--- src/hdl/srs_pkg.sv ---
// srs_pkg: shared types and constants for the stable rank sorter
// used by srs_cell and stable_rank_sorter; no dependencies

package srs_pkg;

  localparam int DATA_W = 32;

  // per-cycle command broadcast to every cell of the chain
  typedef struct packed {
    logic ins;   // insert the broadcast value, shifting larger entries right
    logic shf;   // shift the whole chain one slot toward cell 0
  } srs_ctl_t;

  // contents of one cell
  typedef struct packed {
    logic                     vld;
    logic signed [DATA_W-1:0] val;
  } srs_slot_t;

endpackage

--- src/hdl/srs_cell.sv ---
// srs_cell: one slot of the insertion-sort chain
// depends on srs_pkg (srs_ctl_t, srs_slot_t, DATA_W)

module srs_cell (
  input  logic                             clk,
  input  logic                             rst_n,
  input  srs_pkg::srs_ctl_t                ctl,
  input  logic signed [srs_pkg::DATA_W-1:0] ins_val,
  input  srs_pkg::srs_slot_t               left_slot,
  input  logic                             left_gt,
  input  srs_pkg::srs_slot_t               right_slot,
  output srs_pkg::srs_slot_t               slot,
  output logic                             gt
);
  import srs_pkg::*;

  logic                     vld_r, vld_nxt;
  logic signed [DATA_W-1:0] val_r, val_nxt;

  // an empty cell counts as larger than anything; equal values stay put,
  // so a later arrival lands behind earlier equal ones
  assign gt = !vld_r || (val_r > ins_val);

  always_comb begin
    vld_nxt = vld_r;
    val_nxt = val_r;
    if (ctl.ins) begin
      if (left_gt) begin
        vld_nxt = left_slot.vld;
        val_nxt = left_slot.val;
      end else if (gt) begin
        vld_nxt = 1'b1;
        val_nxt = ins_val;
      end
    end else if (ctl.shf) begin
      vld_nxt = right_slot.vld;
      val_nxt = right_slot.val;
    end
  end

  always_ff @(posedge clk) begin
    if (!rst_n) begin
      vld_r <= 1'b0;
    end else begin
      vld_r <= vld_nxt;
    end
  end

  always_ff @(posedge clk) begin
    val_r <= val_nxt;
  end

  assign slot.vld = vld_r;
  assign slot.val = val_r;

endmodule

--- config.mk ---
export PLATFORM = sky130hd
export DESIGN_NAME = srs_cell
export DESIGN_NICKNAME = d
export VERILOG_FILES = /design/src/hdl/srs_pkg.sv /design/src/hdl/srs_cell.sv
export SDC_FILE = /design/constraint.sdc
export NUM_CORES = 1
export LEC_CHECK = 0
export ABC_CLOCK_PERIOD_IN_PS = 3200
export BUFFER_PORTS_ARGS = -buffer_cell sky130_fd_sc_hd__buf_4
export CAP_MARGIN = 15
export CORE_UTILIZATION = 35
export CTS_CLUSTER_DIAMETER = 50
export CTS_CLUSTER_SIZE = 8
export DETAILED_ROUTE_END_ITERATION = 8
export PLACE_DENSITY = 0.68
export SETUP_SLACK_MARGIN = 0.05
export SLEW_MARGIN = 30
export SYNTH_ARGS = -nofsm -noshare
export SYNTH_HDL_FRONTEND = slang
export SYNTH_SLANG_ARGS = --single-unit
--- constraint.sdc ---
create_clock -name clk -period 3.2 [get_ports clk]
set_input_delay 0.16 -clock clk [delete_from_list [all_inputs] [get_ports clk]]
set_output_delay 0.16 -clock clk [all_outputs]
set_load 0.03 [all_outputs]
## Word level (Yosys, flattened, before mapping)

Cells that the tools add are included.

| cells by class | value |
|---|---|
| multiplexer cells | 8 |
| equal/unequal tests | 1 |
| $lt $le $gt $ge | 1 |
| reductions and logical operators | 4 |

Operator list:

| cell | count |
|---|---|
| 32-bit two-way mux | 4 |
| 32-bit > comparator | 1 |
| 1-bit two-way mux | 4 |
| 3-bit by 1-bit != test with 1-bit output (second input constant) | 1 |
| 2-bit AND reduction | 1 |
| 2-bit nonzero test | 1 |
| 1-bit zero test | 1 |
| 1-bit logical OR | 1 |

| storage, ports and cells | value |
|---|---|
| flip-flop bits (word level) | 33 |
| output and inout bits | 34 |

## Logic depth before layout (Yosys ltp)

| depth | value |
|---|---|
| depth after elaboration | 5 |
| depth in mapped cells | 8 |

## Least setup slack after synthesis

OpenSTA, ideal clock, no wires.

| timing | value |
|---|---|
| path type | flip-flop to flip-flop |
| from | reg val_r[23] |
| to | reg val_r[0], enable pin |
| data required time | 2768 ps |
| path buffers | 0 |
| arrival time | 3269 ps |
| cell stages (with the launch flop) | 8 |
| path slack | -501 ps |
| setup time | 432 ps |
| cell sequence | edfxtp_1 -> ha_1 -> a21oi_1 -> o21ai_1 -> a22oi_1 -> o211ai_1 -> a22o_1 -> a21oi_1 |

| between the ends | value |
|---|---|
| word-level cells in the longest chain between the ends | 4 |

RTL lines:

| item | RTL line | RTL |
|---|---|---|
| start, declared | srs_cell.sv:18 | `logic signed [DATA_W-1:0] val_r, val_nxt;` |
| start signal, assigned | srs_cell.sv:50 | `val_r <= val_nxt;` |
| 32-bit > comparator | srs_cell.sv:22 | `assign gt = !vld_r \|\| (val_r > ins_val);` |
| 1-bit logical OR | srs_cell.sv:22 |  |
| 3-bit by 1-bit != test with 1-bit output (no source line) | - |  |
| 2-bit AND reduction (no source line) | - |  |

No other way between the ends.
A chain may end at the register's enable or synchronous reset.

## Worst setup path after layout

| timing | value |
|---|---|
| from | reg val_r[30] |
| to | reg val_r[2], enable pin |

Same word-level chain as after synthesis.

==> results.md <==
* Outcome: complete, no violations
* Yosys reg bits at 33
* Root Buffer: clkbuf_8
* Total GRT Usage at 18.3%
* Clk sinks at 33
* Maximum net fanout on the critical path at 24
* Net Sw Frac at 32.0%
* Final setup viols at 0
* Dpl hpwl at 5.35 mm
* Leakage at 1.85 nW
* Post-CTS setup buffer count at 0
* Synth Cell Area at 2520 sq um
* EDFF count, synth at 32
* GPL Wtd Cong at 0.763
* Rel. slew slack at 56.7%
* Mapped Nets at 401
* Period utilization at 80.5%
* Tot Pwr at 1.38 mW
* Final-report hold violation count at 0
* Register area share after synthesis at 38.9%
* Syn Inst Count at 266
* Num CTS Buffers at 5
* Initial Util at 36.7%
* Critical Path AT at 2.56 ns
* Worst vdd rail ir drop at 0.179 mV
* Main area contributors after synthesis: edfxtp_1 38%, ha_1 16%, mux2i_1 13%
* Internal power at 940 uW
* Place WS at 0.629 ns
* Clk network pwr share at 23.2%
* Critical path type: reg2reg
* Number of global-route vias before repair at 2312
* Antenna violations before repair at 0
* Worst Path Required at 3.18 ns
* MaxCap Viol Count at 0
* Initial detailed-routing violation count at 57
* WL/cell at 13.5 microns
* Async SR Flop Fraction at 0%
* Dominant synthesized flop cell: edfxtp_1
* DR DRC count at 0
* Synth cell types at 33
* Final nets at 532
* Fin Clk Skew at 0.0109 ns
* CTS clock-pin slew for the worst setup and hold paths at 0.07 ns
* Setup total negative slack at 0 ns
* Fillcell total at 634
* Startpoint types: flop
* First-pass GRT wire length at 10.8 mm
* Bufs on Longest Clock Path at 2
* Post-route ant nets at 0
* Synth warnings at 0
* Core area at 6870 sq um
* Pwr dens at 371 nW/um^2
* Synth top area share at 38.1%
* Die ar. at 7550 sq um
* Post-layout min period at 2.58 ns
* # hold bufs at CTS at 0
* H-Tree Level Count at 2
* Net Sw Power at 443 uW
* Slew at the pin with the worst max-slew slack at 0.649 ns
* Share of cells above drive strength 1 at 37.4%
* Critical Path Sink Type: flop
* Vias per inst at 4.77
* HP Class: in2reg
* Final wirelength at 6.67 mm
* Sequential share of power at 40.3%
* Achievable clock frequency at 0.388 GHz
* Area leader, netlist: edfxtp_1
* RSZ-0062 raised after global routing: no
* Cells after DPL at 486
* CTS tree: done
* Die X at 86.9 microns
* Post_cts resized at 0
* Comb power frac at 36.5%
* Pre-antenna DRT Iters at 4
* Via count at 2354
* Antenna diode count at 0
* Largest net degree at the start of global routing at 70
* P&R area growth vs syn at 47.8%
* Final Core Density at 54.3%
* GRT Residual Overflow at 0
* Post-route insts no fill at 494
* Syn avg cell area at 9.48 sq um
* Rows at 30
* Final WS setup at 0.623 ns
* Worst skew pair latency at 0.28 ns
* Max-slew violation count at 0
* Die height at 86.9 microns
* Port bufs at 136
* Num ports at 137
==> kinds of logic after synthesis <==
logic type	synth area share [%]
muxes	13.1
DFF	38.9
and+or+nand+nor	10.9
AOI/OAI and AO/OA	14.1
buffers and inverters	7.14
adders and majority gates	15.9
==> synth_stat cells, types with 3 or more instances <==
master    number
a21oi_1       45
buf_2          3
clkbuf_1       9
edfxtp_1      32
ha_1          32
inv_1         33
mux2i_1       32
nand2_1        6
nand3_1        3
nand4_1        8
nor2_1        36
o21ai_1        3
==> path summary, 6_finish.rpt <==
path              cells after the start       end  slack (ns)      start
setup / recovery                      8  val_r[2]        0.62  val_r[30]
hold / removal                        2     vld_r        0.14      rst_n
setup reg to reg                      8  val_r[2]        0.62  val_r[30]
hold reg to reg                       2     vld_r        0.78      vld_r
==> power by group through the flow <==
stage | combinational (mW) | sequential (mW) | clock, mW
after floorplan | 0.198 | 0.648 | 0
after global placement | 0.500 | 0.564 | 0
after detailed placement | 0.506 | 0.566 | 0
after CTS | 0.509 | 0.557 | 0.332
after global routing | 0.555 | 0.563 | 0.347
final | 0.504 | 0.557 | 0.322
==> metrics by stage <==
| step | area [sq um] | hold WS [ns] |
|---|---|---|
| 6_report | 3730 | 0.141 |
| 5_1_grt | 3730 | 0.125 |
| 4_1_cts | 3730 | 0.130 |
| 3_5_place_dp | 3640 | 0.423 |
| 3_3_place_gp | 3640 | 0.419 |
| 2_1_floorplan | 2530 | 0.307 |
==> metal layers <==
metal	share of wire, %	global-route usage (%)	routed length [microns]	vias to the layer above
met5	0	0	0	-
met4	0.69	3.18	46	0
met3	5.5	3.60	369	4
met2	49	31.9	3250	70
met1	45	23.8	3010	1053
li1	-	-	-	1227
==> area by class of cell <==
class / count / area (sq um) / share of cell area (%)
Clock buffer: 8 / 90.1 / 2.42
Inverter: 33 / 124 / 3.32
Multi-Input combinational cell: 187 / 1370 / 36.8
Sequential cell: 33 / 981 / 26.3
Tap cell: 96 / 120 / 3.22
Timing Repair Buffer: 137 / 1040 / 27.9
==> critical path, stage by stage, from the launching register on <==
cell	delay (ns)
edfxtp_1	0.40
ha_1	0.32
nand4_1	0.20
nor2_1	0.06
a22oi_1	0.20
o211ai_1	0.19
a22o_1	0.32
a21oi_4	0.35
buf_12	0.24
==> state kept, by name (all words and copies together), names as in the netlist <==
register  flops
vld_r         1
val_r        32
==> cells in the final DEF (no fill, tap or decap), types with 2 or more instances in the layout <==
master      n
edfxtp_1   32
a21oi_1    44
clkbuf_8    6
mux2i_1    32
nor4_1      2
clkbuf_1    2
buf_4     136
nor3_1      2
nand4_1     8
o211ai_1    2
o21ai_1     3
nor2_1     36
ha_1       32
nand3_1     3
nand2_1     6
inv_1      33
Power figures use the tool's default switching activity.
